<file path="src/design/lrupr_pkg.sv">
package lrupr_pkg;

  // default sizes of the frame row and of a page number
  localparam int DEFAULT_NUM_FRAMES = 8;
  localparam int DEFAULT_PAGE_BITS  = 16;

  // capacity register and fault counter
  localparam int                  CAP_BITS   = 4;
  localparam logic [CAP_BITS-1:0] CAP_RESET  = 4'd8;
  localparam int                  COUNT_BITS = 32;

  // control broadcast from the top level to every cell
  typedef struct packed {
    logic update;  // an accepted reference touches the frames
    logic clear;   // start flag: frames read as empty for this reference
    logic fill;    // frames not full: an empty cell may take the new page
  } lrupr_ctrl_t;

endpackage

</file>
<file path="src/design/lrupr_cell.sv">
module lrupr_cell #(
  parameter int PAGE_BITS = lrupr_pkg::DEFAULT_PAGE_BITS
) (
  input  logic                  clk,
  input  logic                  rst,
  input  lrupr_pkg::lrupr_ctrl_t ctrl,
  input  logic [PAGE_BITS-1:0]  lookup_page,
  input  logic [PAGE_BITS-1:0]  prev_page,
  input  logic                  prev_valid,
  input  logic                  next_valid,
  input  logic                  carry_in,
  output logic                  carry_out,
  output logic [PAGE_BITS-1:0]  page_q,
  output logic                  valid_eff,
  output logic                  valid_q,
  output logic                  match,
  output logic [PAGE_BITS-1:0]  tail_page
);

  logic take;

  // view of this frame for the current reference
  assign valid_eff = valid_q & ~ctrl.clear;
  assign match     = valid_eff & (page_q == lookup_page);

  // shift runs from the front until the hit frame or the end of the residents
  assign take      = ctrl.update & carry_in & (valid_eff | ctrl.fill);
  assign carry_out = carry_in & valid_eff & ~match;

  // last resident frame offers its page as the eviction candidate
  assign tail_page = (valid_eff & ~next_valid) ? page_q : '0;

  // valid flag
  always_ff @(posedge clk) begin
    if (rst) begin
      valid_q <= 1'b0;
    end else if (take) begin
      valid_q <= prev_valid;
    end else if (ctrl.clear) begin
      valid_q <= 1'b0;
    end
  end

  // page held in this frame
  always_ff @(posedge clk) begin
    if (take) begin
      page_q <= prev_page;
    end
  end

endmodule

</file>
<file path="src/design/lru_page_replacement.sv">
// LRU page replacement unit: each accepted transaction is one page reference
// and gives exactly one result, registered in the next cycle (hit, eviction flag
// and page, saturating fault total, resident count). The lookup compares every
// frame of the cell row in parallel and the recency shift moves pages one cell
// down in the same cycle, so a new reference is taken every cycle while the
// result register is free; a stalled result stalls the request side. Capacity
// must be written through cfg_write_en only while no transaction is in flight;
// the block does not enforce this. A value above NUM_FRAMES acts as NUM_FRAMES.
module lru_page_replacement #(
  parameter int NUM_FRAMES = lrupr_pkg::DEFAULT_NUM_FRAMES,
  parameter int PAGE_BITS  = lrupr_pkg::DEFAULT_PAGE_BITS
) (
  input  logic                                clk,
  input  logic                                rst,
  input  logic                                req_valid,
  output logic                                req_stall,
  input  logic [PAGE_BITS-1:0]                page,
  input  logic                                start_sequence,
  output logic                                rsp_valid,
  input  logic                                rsp_stall,
  output logic                                hit,
  output logic                                evicted,
  output logic [PAGE_BITS-1:0]                evicted_page,
  output logic [lrupr_pkg::COUNT_BITS-1:0]    fault_count,
  output logic [$clog2(NUM_FRAMES+1)-1:0]     resident_count,
  input  logic                                cfg_write_en,
  input  logic [lrupr_pkg::CAP_BITS-1:0]      cfg_write_data
);

  localparam int RES_BITS = $clog2(NUM_FRAMES + 1);
  localparam int CMP_BITS = (RES_BITS > lrupr_pkg::CAP_BITS) ? RES_BITS : lrupr_pkg::CAP_BITS;

  logic [lrupr_pkg::CAP_BITS-1:0]   capacity;
  logic [CMP_BITS-1:0]              cap_ext;
  logic [CMP_BITS-1:0]              cap_eff;
  logic [RES_BITS-1:0]              resident, resident_next, res_base;
  logic [lrupr_pkg::COUNT_BITS-1:0] faults, faults_next, faults_base;
  logic                             accept, full, hit_now, ev_now, ins_now;
  lrupr_pkg::lrupr_ctrl_t           ctrl;

  logic [NUM_FRAMES:0]   carry;
  logic [NUM_FRAMES-1:0] vld_eff, valid_vec, match_vec;
  logic [PAGE_BITS-1:0]  cell_page [NUM_FRAMES];
  logic [PAGE_BITS-1:0]  tail_page [NUM_FRAMES];
  logic [PAGE_BITS-1:0]  tail_or;

  // handshake: a held result blocks the request side
  assign req_stall = rsp_valid & rsp_stall;
  assign accept    = req_valid & ~req_stall;

  // capacity register
  always_ff @(posedge clk) begin
    if (rst) begin
      capacity <= lrupr_pkg::CAP_RESET;
    end else if (cfg_write_en) begin
      capacity <= cfg_write_data;
    end
  end

  // effective capacity, clipped to the frame row
  assign cap_ext = CMP_BITS'(capacity);
  assign cap_eff = (cap_ext > CMP_BITS'(NUM_FRAMES)) ? CMP_BITS'(NUM_FRAMES) : cap_ext;

  // state seen by this reference after an optional start clear
  assign res_base    = start_sequence ? '0 : resident;
  assign faults_base = start_sequence ? '0 : faults;
  assign full        = CMP_BITS'(res_base) >= cap_eff;

  // broadcast to the cells
  assign ctrl.update = accept & (cap_eff != '0);
  assign ctrl.clear  = accept & start_sequence;
  assign ctrl.fill   = ~full;

  // row of frame cells, most recently used at cell 0
  assign carry[0] = 1'b1;
  for (genvar i = 0; i < NUM_FRAMES; i++) begin : g_cell
    logic [PAGE_BITS-1:0] prev_page;
    logic                 prev_valid;
    logic                 next_valid;

    if (i == 0) begin : g_head
      assign prev_page  = page;
      assign prev_valid = 1'b1;
    end else begin : g_body
      assign prev_page  = cell_page[i-1];
      assign prev_valid = vld_eff[i-1];
    end

    if (i == NUM_FRAMES - 1) begin : g_last
      assign next_valid = 1'b0;
    end else begin : g_inner
      assign next_valid = vld_eff[i+1];
    end

    lrupr_cell #(
      .PAGE_BITS (PAGE_BITS)
    ) u_cell (
      .clk         (clk),
      .rst         (rst),
      .ctrl        (ctrl),
      .lookup_page (page),
      .prev_page   (prev_page),
      .prev_valid  (prev_valid),
      .next_valid  (next_valid),
      .carry_in    (carry[i]),
      .carry_out   (carry[i+1]),
      .page_q      (cell_page[i]),
      .valid_eff   (vld_eff[i]),
      .valid_q     (valid_vec[i]),
      .match       (match_vec[i]),
      .tail_page   (tail_page[i])
    );
  end

  // eviction candidate: only the last resident cell drives a non-zero page
  always_comb begin
    tail_or = '0;
    for (int i = 0; i < NUM_FRAMES; i++) begin
      tail_or = tail_or | tail_page[i];
    end
  end

  // outcome of the reference
  assign hit_now = ctrl.update & (|match_vec);
  assign ev_now  = ctrl.update & ~hit_now & full;
  assign ins_now = ctrl.update & ~hit_now & ~full;

  // saturating fault count and resident count
  assign faults_next   = (~hit_now && faults_base != '1) ? faults_base + 1'b1 : faults_base;
  assign resident_next = ins_now ? res_base + 1'b1 : res_base;

  always_ff @(posedge clk) begin
    if (rst) begin
      faults   <= '0;
      resident <= '0;
    end else if (accept) begin
      faults   <= faults_next;
      resident <= resident_next;
    end
  end

  // result register
  always_ff @(posedge clk) begin
    if (rst) begin
      rsp_valid <= 1'b0;
    end else if (accept) begin
      rsp_valid <= 1'b1;
    end else if (!rsp_stall) begin
      rsp_valid <= 1'b0;
    end
  end

  always_ff @(posedge clk) begin
    if (accept) begin
      hit            <= hit_now;
      evicted        <= ev_now;
      evicted_page   <= ev_now ? tail_or : '0;
      fault_count    <= faults_next;
      resident_count <= resident_next;
    end
  end

  // a page is never held in two frames
  assert property (@(posedge clk) disable iff (rst) $onehot0(match_vec))
    else $error("page matched in more than one frame");

  // valid frames form a prefix of the row
  assert property (@(posedge clk) disable iff (rst)
      (valid_vec & (valid_vec + 1'b1)) == '0)
    else $error("valid frames not contiguous from the front");

  // resident counter tracks the valid flags
  assert property (@(posedge clk) disable iff (rst)
      $countones(valid_vec) == int'(resident))
    else $error("resident count out of step with frame flags");

  // on a hit the recency shift stops inside the row
  assert property (@(posedge clk) disable iff (rst)
      hit_now |-> !carry[NUM_FRAMES])
    else $error("shift ran past a hit frame");

  // a result is never both a hit and an eviction
  assert property (@(posedge clk) disable iff (rst)
      rsp_valid |-> !(hit && evicted))
    else $error("hit reported together with eviction");

endmodule
</file>
<file path="config.mk">
export PLATFORM = sky130hd
export DESIGN_NAME = lru_page_replacement
export DESIGN_NICKNAME = d
export VERILOG_FILES = /design/src/design/lrupr_pkg.sv /design/src/design/lrupr_cell.sv /design/src/design/lru_page_replacement.sv
export SDC_FILE = /design/constraint.sdc
export NUM_CORES = 1
export LEC_CHECK = 0
export ABC_CLOCK_PERIOD_IN_PS = 9000
export BUFFER_PORTS_ARGS = -buffer_cell sky130_fd_sc_hd__buf_2
export CORE_MARGIN = 8
export CORE_UTILIZATION = 55
export CTS_BUF_LIST = sky130_fd_sc_hd__clkbuf_4 sky130_fd_sc_hd__clkbuf_8
export DETAILED_ROUTE_END_ITERATION = 7
export GPL_ROUTABILITY_DRIVEN = 0
export PLACE_DENSITY = 0.71
export SLEW_MARGIN = 25
export SYNTH_ARGS = -nofsm -noshare
export SYNTH_HDL_FRONTEND = slang
export SYNTH_SLANG_ARGS = --single-unit
export TNS_END_PERCENT = 50
</file>
<file path="constraint.sdc">
create_clock -name clk -period 9 [get_ports clk]
set_input_delay 2.7 -clock clk [delete_from_list [all_inputs] [get_ports clk]]
set_output_delay 2.7 -clock clk [all_outputs]
set_load 0.05 [all_outputs]
</file>
---- Word-level counts from Yosys, hierarchy flattened ----
Index checks and enable logic that the tools add are counted.
operators by class
  add/sub/neg operators ................... 2
  $lt $le $gt $ge ......................... 2
  equality and inequality tests ........... 10
  multiplexer cells ....................... 24
  bitwise logic cells ..................... 92
  reduce and logical (&&, ||, !) cells .... 11
operators with widths
  kind                   number
  $eq 16x16->1           8
  $mux 16                8
  $or 16x16->16          7
  $mux 32                2
  $and 1x1->1            59
  $add 32x1->32 const B  1
  $ne 32x32->1 const B   1
  $not 1->1              18
  $reduce_bool 2->1      8
  $mux 4                 3
  $mux 1                 11
  $or 1x1->1             8
  $reduce_or 8->1        1
  $add 4x1->4 const B    1
  $ge 4x4->1             1
  $gt 4x4->1 const B     1
  $reduce_bool 4->1      1
  $ne 2x1->1 const B     1
  $logic_and 1x1->1      1
word-level totals
  bits in registers ....................... 231
  input bits .............................. 26
  output and inout bits ................... 56
  word-level logic and storage cells ...... 166

---- Logic depth before layout (Yosys ltp) ----
Gate-level depths: netlist (run 1).
  word-level depth ........................ 24
  mapped depth ............................ 13
  depth with buffers taken out ............ 10

---- Hierarchy ----
A second synthesis (run 1) with hierarchy kept.
second synthesis, totals
  cell total of the unflattened synthesis .. 1080
  area, all modules ....................... 11855.1 sq um
modules (own cells, without submodules)
  module                instances  cells each  area each (sq um)  seq. area each (sq um)
  lrupr_cell            8          66          835.8              500.5
  lru_page_replacement  1          552         5168.7             2442.3

---- Worst setup path before layout (run 1) ----
No wires, ideal clock.
  path type ............................... input port to flip-flop
  start point ............................. input port start_sequence
  end point ............................... register g_cell[3].u_cell.page_q[0], enable pin
  setup time .............................. 0.478 ns
  arrival time ............................ 6.900 ns
  data required time ...................... 8.522 ns
  path slack .............................. 1.623 ns
  stages .................................. 10
  buffers on the path ..................... 2
  path through ............................ buf_4 nor2b_1 inv_1 ha_1 nand2b_1 a21o_1 a21o_1 a21o_1 clkbuf_1 a2111oi_0
between the ends
  word-level cells in the longest chain between the ends .. 12
  elaborated cells between the ends (all ways) .. 23
  classes of those cells .................. order compare: 1; mux: 1; bitwise: 21
RTL lines
  item                       line                        RTL
  start: declaration         lru_page_replacement.sv:18  input logic start_sequence,
  $and 1x1->1                lru_page_replacement.sv:71  assign ctrl.clear = accept & start_sequence;
  $not 1->1                  lrupr_cell.sv:23            assign valid_eff = valid_q & ~ctrl.clear;
  $and 1x1->1                lrupr_cell.sv:23
  $and 1x1->1                lrupr_cell.sv:24            assign match = valid_eff & (page_q == lookup_page);
  $not 1->1                  lrupr_cell.sv:28            assign carry_out = carry_in & valid_eff & ~match;
  $and 1x1->1 (5 in a row)   lrupr_cell.sv:28
  $and 1x1->1                lrupr_cell.sv:27            assign take = ctrl.update & carry_in & (valid_eff | ctrl.fill);
  $and 1x1->1 *              lrupr_cell.sv:27
  net g_cell[3].u_cell.take  lrupr_cell.sv:20            logic take;
  end signal: assignment     lrupr_cell.sv:47            page_q <= prev_page;
  end: declaration           lrupr_cell.sv:13            output logic [PAGE_BITS-1:0] page_q,
The timed path passes the listed nets; every way through them passes the cells marked *.
A chain may end at the register's enable or synchronous reset.

---- Final worst setup path (run 1) ----
  start point ............................. input port rsp_stall
  end point ............................... register g_cell[7].u_cell.page_q[13], enable pin
between the ends
  word-level cells in the longest chain between the ends .. 23
  elaborated cells between the ends (all ways) .. 44
  classes of those cells .................. bitwise: 44
RTL lines
  item                       line                        RTL
  start: declaration         lru_page_replacement.sv:20  input logic rsp_stall,
  $and 1x1->1 *              lru_page_replacement.sv:48  assign req_stall = rsp_valid & rsp_stall;
  $not 1->1 *                lru_page_replacement.sv:49  assign accept = req_valid & ~req_stall;
  $and 1x1->1 *              lru_page_replacement.sv:49
  $and 1x1->1                lru_page_replacement.sv:71
  $not 1->1                  lrupr_cell.sv:23
  $and 1x1->1                lrupr_cell.sv:23
  $and 1x1->1                lrupr_cell.sv:24
  $not 1->1                  lrupr_cell.sv:28
  $and 1x1->1 (13 in a row)  lrupr_cell.sv:28
  $and 1x1->1                lrupr_cell.sv:27
  $and 1x1->1 *              lrupr_cell.sv:27
  net g_cell[7].u_cell.take  lrupr_cell.sv:20
  end signal: assignment     lrupr_cell.sv:47
  end: declaration           lrupr_cell.sv:13
Marks and branches as above.

==> qor.txt, run 1 <==
Worst endpoint required time = 9.24 ns
P_sw = 0.000598 W
WHS = 0.496 ns
Die ar. = 0.0258 mm2
Status = finished, final reports clean
Clock Power Share = 40.7%
Leakage = 4.31 nW
VDD IR-drop max = 0.142 mV
Reg-to-reg endpoint = g_cell[7].u_cell.page_q[13]
Crit start category = input port
Slew headroom = 21.8%
Initial antenna violation count = 0
Reg2reg setup slack = 4.45 ns
Fin. Hold Viols = 0
Die height = 161 um
Area Overhead vs Synth = 11.6%
PwrDens = 182 mW/mm2
Initial Util = 55.3%
Post-Route WL = 32400 um
Hold Path End = faults[19]
CTS Buf Count = 38
Ant. Diodes = 0
Hold path start = faults[19]
Post-CTS Hold Fix Bufs = 0
Seq cells post-synth = 231
Number of synthesized flops with an enable pin = 182
Post-synth cell types = 70
Routed wire length per instance = 23.7 um
Latest clock arrival within the worst-skew pair = 0.54 ns
Hpwl dp = 21900 um
Total setup buffers inserted after CTS = 0
Syn Area/Cell = 11.6 um2
Total congestion overflow = 0
Worst Reg-to-Reg Cells = 11
Drt initial violations = 857
Number of nets in the layout = 1098
TritonRoute pass-1 iters = 7
Fraction of layout cells with a size suffix above 1 = 17.4%
Largest net degree at the start of global routing = 71
Worst Path Max Fanout = 70
Flop pwr share = 50.6%
Num ports = 82
CTS clk-pin slew, worst paths = 0.07 ns
Clock sinks = 231
Max Cap Violations = 0
Cts repair resizes = 0
Final Slew Violations = 0
Int Pwr = 0.00174 W
Post-Syn Nets = 1022
Switching Fraction = 25.6%
Mapped Cells = 990
Primary FF master, synth = edfxtp_1
Clock Path Buffers = 3
Vias per cell = 6.49
Remaining antenna violation count = 0
Critical Path AT = 6.77 ns
Core ar. = 0.0208 mm2
Filler cells = 1703
CTS tree = done
Setup TNS = 0 ns
First-pass GRT wire length = 50700 um
H-tree depth = 2
CP Capture Type = flip-flop
Cell Area, Synth = 0.0115 mm2
Hold Path Class = flip-flop to flip-flop
Synth warn = 0
DRC viols = 0
Final number of setup-violating endpoints = 0
Root Buffer = clkbuf_8
Tcrit/Tclk final = 72.6%
Combinational power share = 8.7%
Hold Path Depth = 2
Die W = 161 um
GR Util All Layers = 24.8%
Tmin final = 6.53 ns
Num rows = 53
Clk_skew = 0.0147 ns
Worst r2r src = rsp_valid
WS Path Type = input port to flip-flop
Async SR Flop Fraction = 0%
Sequential area share after synthesis = 55.9%
Worst-Margin Slew = 1.17 ns
Port bufs = 81
Vias in the first global route = 8665
Via count = 8897
Fmax = 0.153 GHz
RSZ-0062 raised after global routing = no
## state kept, by name, summed over array words and instances, names as in the netlist
| signal | cells |
|---|---|
| cap_ext | 4 |
| faults | 32 |
| g_cell.u_cell.page_q | 128 |
| resident_count | 4 |
| rsp_valid | 1 |
| resident | 4 |
| hit | 1 |
| evicted | 1 |
| evicted_page | 16 |
| fault_count | 32 |
| g_cell.u_cell.valid_q | 8 |
## worst max-delay path by stage
stage / from / end / slack (ns) / cells past startpoint
2_1_floorplan: start_sequence / g_cell[3].u_cell.page_q[0] / 1.62 / 10
3_3_place_gp: rsp_stall / g_cell[7].u_cell.page_q[11] / 1.85 / 12
3_5_place_dp: rsp_stall / g_cell[7].u_cell.page_q[11] / 1.96 / 12
4_1_cts: rsp_stall / g_cell[7].u_cell.page_q[11] / 2.51 / 12
5_1_grt: rsp_stall / g_cell[7].u_cell.page_q[11] / 2.24 / 12
6_report: rsp_stall / g_cell[7].u_cell.page_q[13] / 2.47 / 12
## cells in the final DEF, fill, tap and decap left out, types with 4 or more instances in the layout
cell type,netlist,layout
edfxtp_1,182,182
xor2_1,114,114
nand2_1,85,85
buf_2,3,81
dfxtp_1,49,49
clkbuf_8,0,44
nor2_1,49,42
a31oi_1,40,40
nor4_1,41,40
a22oi_1,32,32
or4_1,28,28
nand3_1,26,26
nand4_1,24,24
xnor2_1,20,20
o21ai_0,19,19
nor2b_1,19,19
a21oi_1,21,17
a22o_1,16,16
a221oi_1,16,16
or3_1,16,16
o211ai_1,12,12
and3_1,11,11
clkbuf_4,0,11
buf_4,13,10
o41ai_1,9,9
and2_1,8,8
inv_1,8,8
nor2_2,1,7
o32ai_1,7,7
nor3_1,7,7
clkinv_2,0,7
clkinv_1,0,7
o21a_1,6,6
ha_1,6,6
o31ai_1,5,5
or2_2,4,4
## cells by family after synthesis
kind of cell	synth area share, %
AND/OR/NAND/NOR	16.3
flip-flops	55.9
AO/OA/AOI/OAI	13.0
XOR/XNOR	10.3
buffers and inverters	3.33
adder cells (fa/ha/maj)	0.651
multiplexers	0.456
## power by group through the flow
stage	clock [W]	sequential, W	combinational (W)
floorplan	0	0.00125	0.0000997
global placement	0	0.00121	0.000200
detailed placement	0	0.00121	0.000202
CTS	0.000959	0.00118	0.000202
global route	0.00100	0.00119	0.000215
finish	0.000952	0.00118	0.000204
## through the flow
step                setup WS, ns  area, um2  instances  utilization [%]  total power [W]
floorplan                   1.62      11500        990                -          0.00135
global placement            1.85      12000       1301             57.9          0.00141
detailed placement          1.96      12100       1301             58.0          0.00141
CTS                         2.51      12900       1371             61.7          0.00235
global route                2.24      12900       1371             61.7          0.00240
finish                      2.47      12900       1371             61.7          0.00234
## final cells by class
| class | instances | area, um2 | area share, % |
|---|---|---|---|
| clock buffers | 55 | 688 | 5.35 |
| clock inverters | 15 | 91.3 | 0.710 |
| inverters | 9 | 38.8 | 0.302 |
| multi-input cells | 695 | 4770 | 37.1 |
| flip-flops and latches | 231 | 6450 | 50.1 |
| well taps | 275 | 344 | 2.68 |
| repair buffers | 91 | 480 | 3.74 |
## synth_stat cells, drive strengths merged (4+ instances only)
cell type,count,share of area [%]
dfxtp,49,8.5
inv,9,0.34
nor2,50,1.7
clkbuf,27,0.88
nand2,88,3.0
o211ai,12,0.78
a21oi,21,0.91
o21ai,23,1.1
xor2,114,8.7
ha,6,0.65
a221oi,16,1.2
or3,16,0.87
and3,11,0.60
o31ai,5,0.33
o311ai,6,0.52
or2,4,0.22
nand3,28,1.3
nor2b,20,1.1
and2,9,0.51
o41ai,9,0.68
xnor2,21,1.7
o32ai,8,0.67
or4,28,1.8
edfxtp,182,47
nor4,43,2.6
nand4,24,1.3
a31oi,40,2.2
buf,28,2.1
nor3,7,0.30
a22o,16,1.2
a22oi,32,2.1
o21a,6,0.39
## worst max-delay path, stage by stage
cell,delay [ns]
buf_2,0.09
and2_4,0.15
nand2b_4,0.38
inv_6,0.64
nand2_4,0.28
nand4_1,0.16
nor4_1,0.07
or3_1,0.45
nor3_1,0.46
nand3_1,0.32
nor4_4,0.71
buf_4,0.32
## routing by layer
metal | GRT usage (%) | routed length, um | part of all wire [%] | vias up
met4 | 10.1 | 1330 | 4.1 | 0
met5 | 0 | 0 | 0 | -
met3 | 5.63 | 2860 | 8.8 | 105
li1 | - | - | - | 3995
met1 | 31.6 | 12900 | 40 | 4312
met2 | 40.5 | 15400 | 47 | 485
Power figures use the tool's default switching activity.
==> run 2, diff against run 1 <==
Settings changed: ABC_CLOCK_PERIOD_IN_PS 9000 to 5800, PLACE_DENSITY 0.71 to 0.74.
Clock period 9 ns to 5.8 ns, I/O delays scaled along.
==> run 2 against run 1 <==
  * Combinational power is 54% higher
  * Cell area up 1.2%
  * Via count up 1.8%
  * Utilization increased by 0.72 points
  * Clock skew is 0.013 ns higher
  * Total power increased by 56%
  * Highest routed layer unchanged
==> qor.txt, run 2 (synthesis gave the netlist of run 1 again) <==
Worst-Margin Slew = 0.948 ns
First-pass GRT wire length = 50800 um
Die ar. = 0.0258 mm2
Die height = 161 um
Clock sinks = 231
Root Buffer = clkbuf_8
Port bufs = 81
Post-CTS Hold Fix Bufs = 0
DRC viols = 0
WS Path Type = input port to flip-flop
Filler cells = 1672
Fmax = 0.230 GHz
Clk_skew = 0.0281 ns
Worst Path Max Fanout = 21
Flop pwr share = 50.3%
Die W = 161 um
Status = finished, final reports clean
Area Overhead vs Synth = 12.9%
Remaining antenna violation count = 0
Initial antenna violation count = 1
Flip-flop and latch area = 0.00645 mm2
Routed wire length per instance = 23.5 um
Commonest non-fill, non-tap cell in the layout = edfxtp_1
CTS tree = done
Multi-input combinational cell area = 0.00473 mm2
Final core occ = 62.5%
Largest registers = g_cell.u_cell.page_q (128), fault_count (32), faults (32)
Largest net degree at the start of global routing = 69
Core ar. = 0.0208 mm2
Combinational power share = 8.6%
VDD IR-drop max = 0.183 mV
Final Slew Violations = 0
PwrDens = 281 mW/mm2
Largest register FFs = 128
Tmin final = 4.35 ns
Largest stage delay, worst path = 0.57 ns
Num ports = 82
CTS clk-pin slew, worst paths = 0.06 ns
Hold Path Class = flip-flop to flip-flop
Cts repair resizes = 0
Final number of setup-violating endpoints = 0
Int Pwr = 0.00274 W
Latest clock arrival within the worst-skew pair = 0.54 ns
Num rows = 53
H-tree depth = 2
Critical Path AT = 4.78 ns
CP Capture Type = flip-flop
Crit start category = input port
Vias per cell = 6.51
Fraction of layout cells with a size suffix above 1 = 18.7%
Post-Route WL = 32600 um
Number of nets in the layout = 1120
Cell Area, Placed = 0.0122 mm2
Initial Util = 55.3%
Worst endpoint required time = 6.23 ns
Setup TNS = 0 ns
Switching Fraction = 25.1%
CTS Buf Count = 39
P_sw = 0.000916 W
Fin. Hold Viols = 0
Vias in the first global route = 8873
Post-route setup slack = 1.45 ns
GR Util All Layers = 24.9%
Max Cap Violations = 0
Tcrit/Tclk final = 75.0%
Hpwl dp = 22800 um
Total setup buffers inserted after CTS = 0
Clock Power Share = 41.1%
Pre-CTS setup slack = 0.923 ns
TritonRoute pass-1 iters = 5
Via count = 9059
Slowest-stage cell, CP = nor4_1
Total congestion overflow = 0
Biggest register = g_cell.u_cell.page_q
Leakage = 4.42 nW
Clock Path Buffers = 3
Drt initial violations = 913
Crit path cell chain = buf_2, xor2_1, nor4_1, nand2_1, o32ai_1, nor4_4, o21ai_4, buf_4, mux2_2, o21a_1
Design area = 0.0130 mm2
RSZ-0062 raised after global routing = no
Slew headroom = 36.8%
Most frequent cells in the layout = edfxtp_1, xor2_1, nand2_1
-- run 2: cell count changes in the layout (fill, tap and decap cells not counted), moves of 2 or more --
cell and delta:
buf_4 +21, clkinv_2 -2, nor2_1 +6, a21oi_4 -2, clkinvlp_4 +3, a21oi_2 +2, clkinv_1 -4, nor2_2 -5
clkbuf_8 +4, clkbuf_4 -3
-- run 2: worst max-delay path: cells and delay by family --
family	cells	cell delay (ns)
AOI/OAI and AO/OA	3	1.10
xor gates and xnor gates	1	0.20
buffers and inverters	2	0.46
muxes	1	0.36
and+or+nand+nor	3	0.90
-- run 2: path summary, 6_finish.rpt --
kind,startpoint,endpoint,slack (ns),cells after the start
max,page[10],faults[1],1.45,10
min,faults[19],faults[19],0.49,2
max reg2reg,g_cell[6].u_cell.page_q[5],faults[1],2.41,9
min reg2reg,faults[19],faults[19],0.49,2
-- run 2: through the flow --
stage	total power [W]	instances	hold slack [ns]
floorplan	0.00209	990	0.459
global placement	0.00218	1322	0.476
detailed placement	0.00218	1322	0.480
CTS	0.00367	1390	0.489
global route	0.00377	1391	0.510
finish	0.00366	1391	0.486
-- run 2: final cells by class --
cell class / count / area share, %
clock inverter: 12 / 0.683
tap: 275 / 2.65
clock buffer: 56 / 5.54
timing repair buffer: 112 / 4.91
antenna: 1 / 0.0192
multi-input combinational: 695 / 36.4
inverter: 9 / 0.298
sequential: 231 / 49.6
-- run 2: layer usage --
metal  up-vias  track usage [%]  share of wire (%)
li1       4037                -                  -
met2       554             39.2                 46
met5         -                0                  0
met1      4328             31.5                 38
met3       140             6.40                 11
met4         0             12.5                4.7
-- run 2: power by group through the flow --
stage               Sequential [W]  Clock (W)  Combinational [W]
floorplan                  0.00194          0           0.000155
global placement           0.00187          0           0.000310
detailed placement         0.00187          0           0.000312
CTS                        0.00184    0.00152           0.000313
global route               0.00184    0.00160           0.000332
finish                     0.00184    0.00150           0.000315
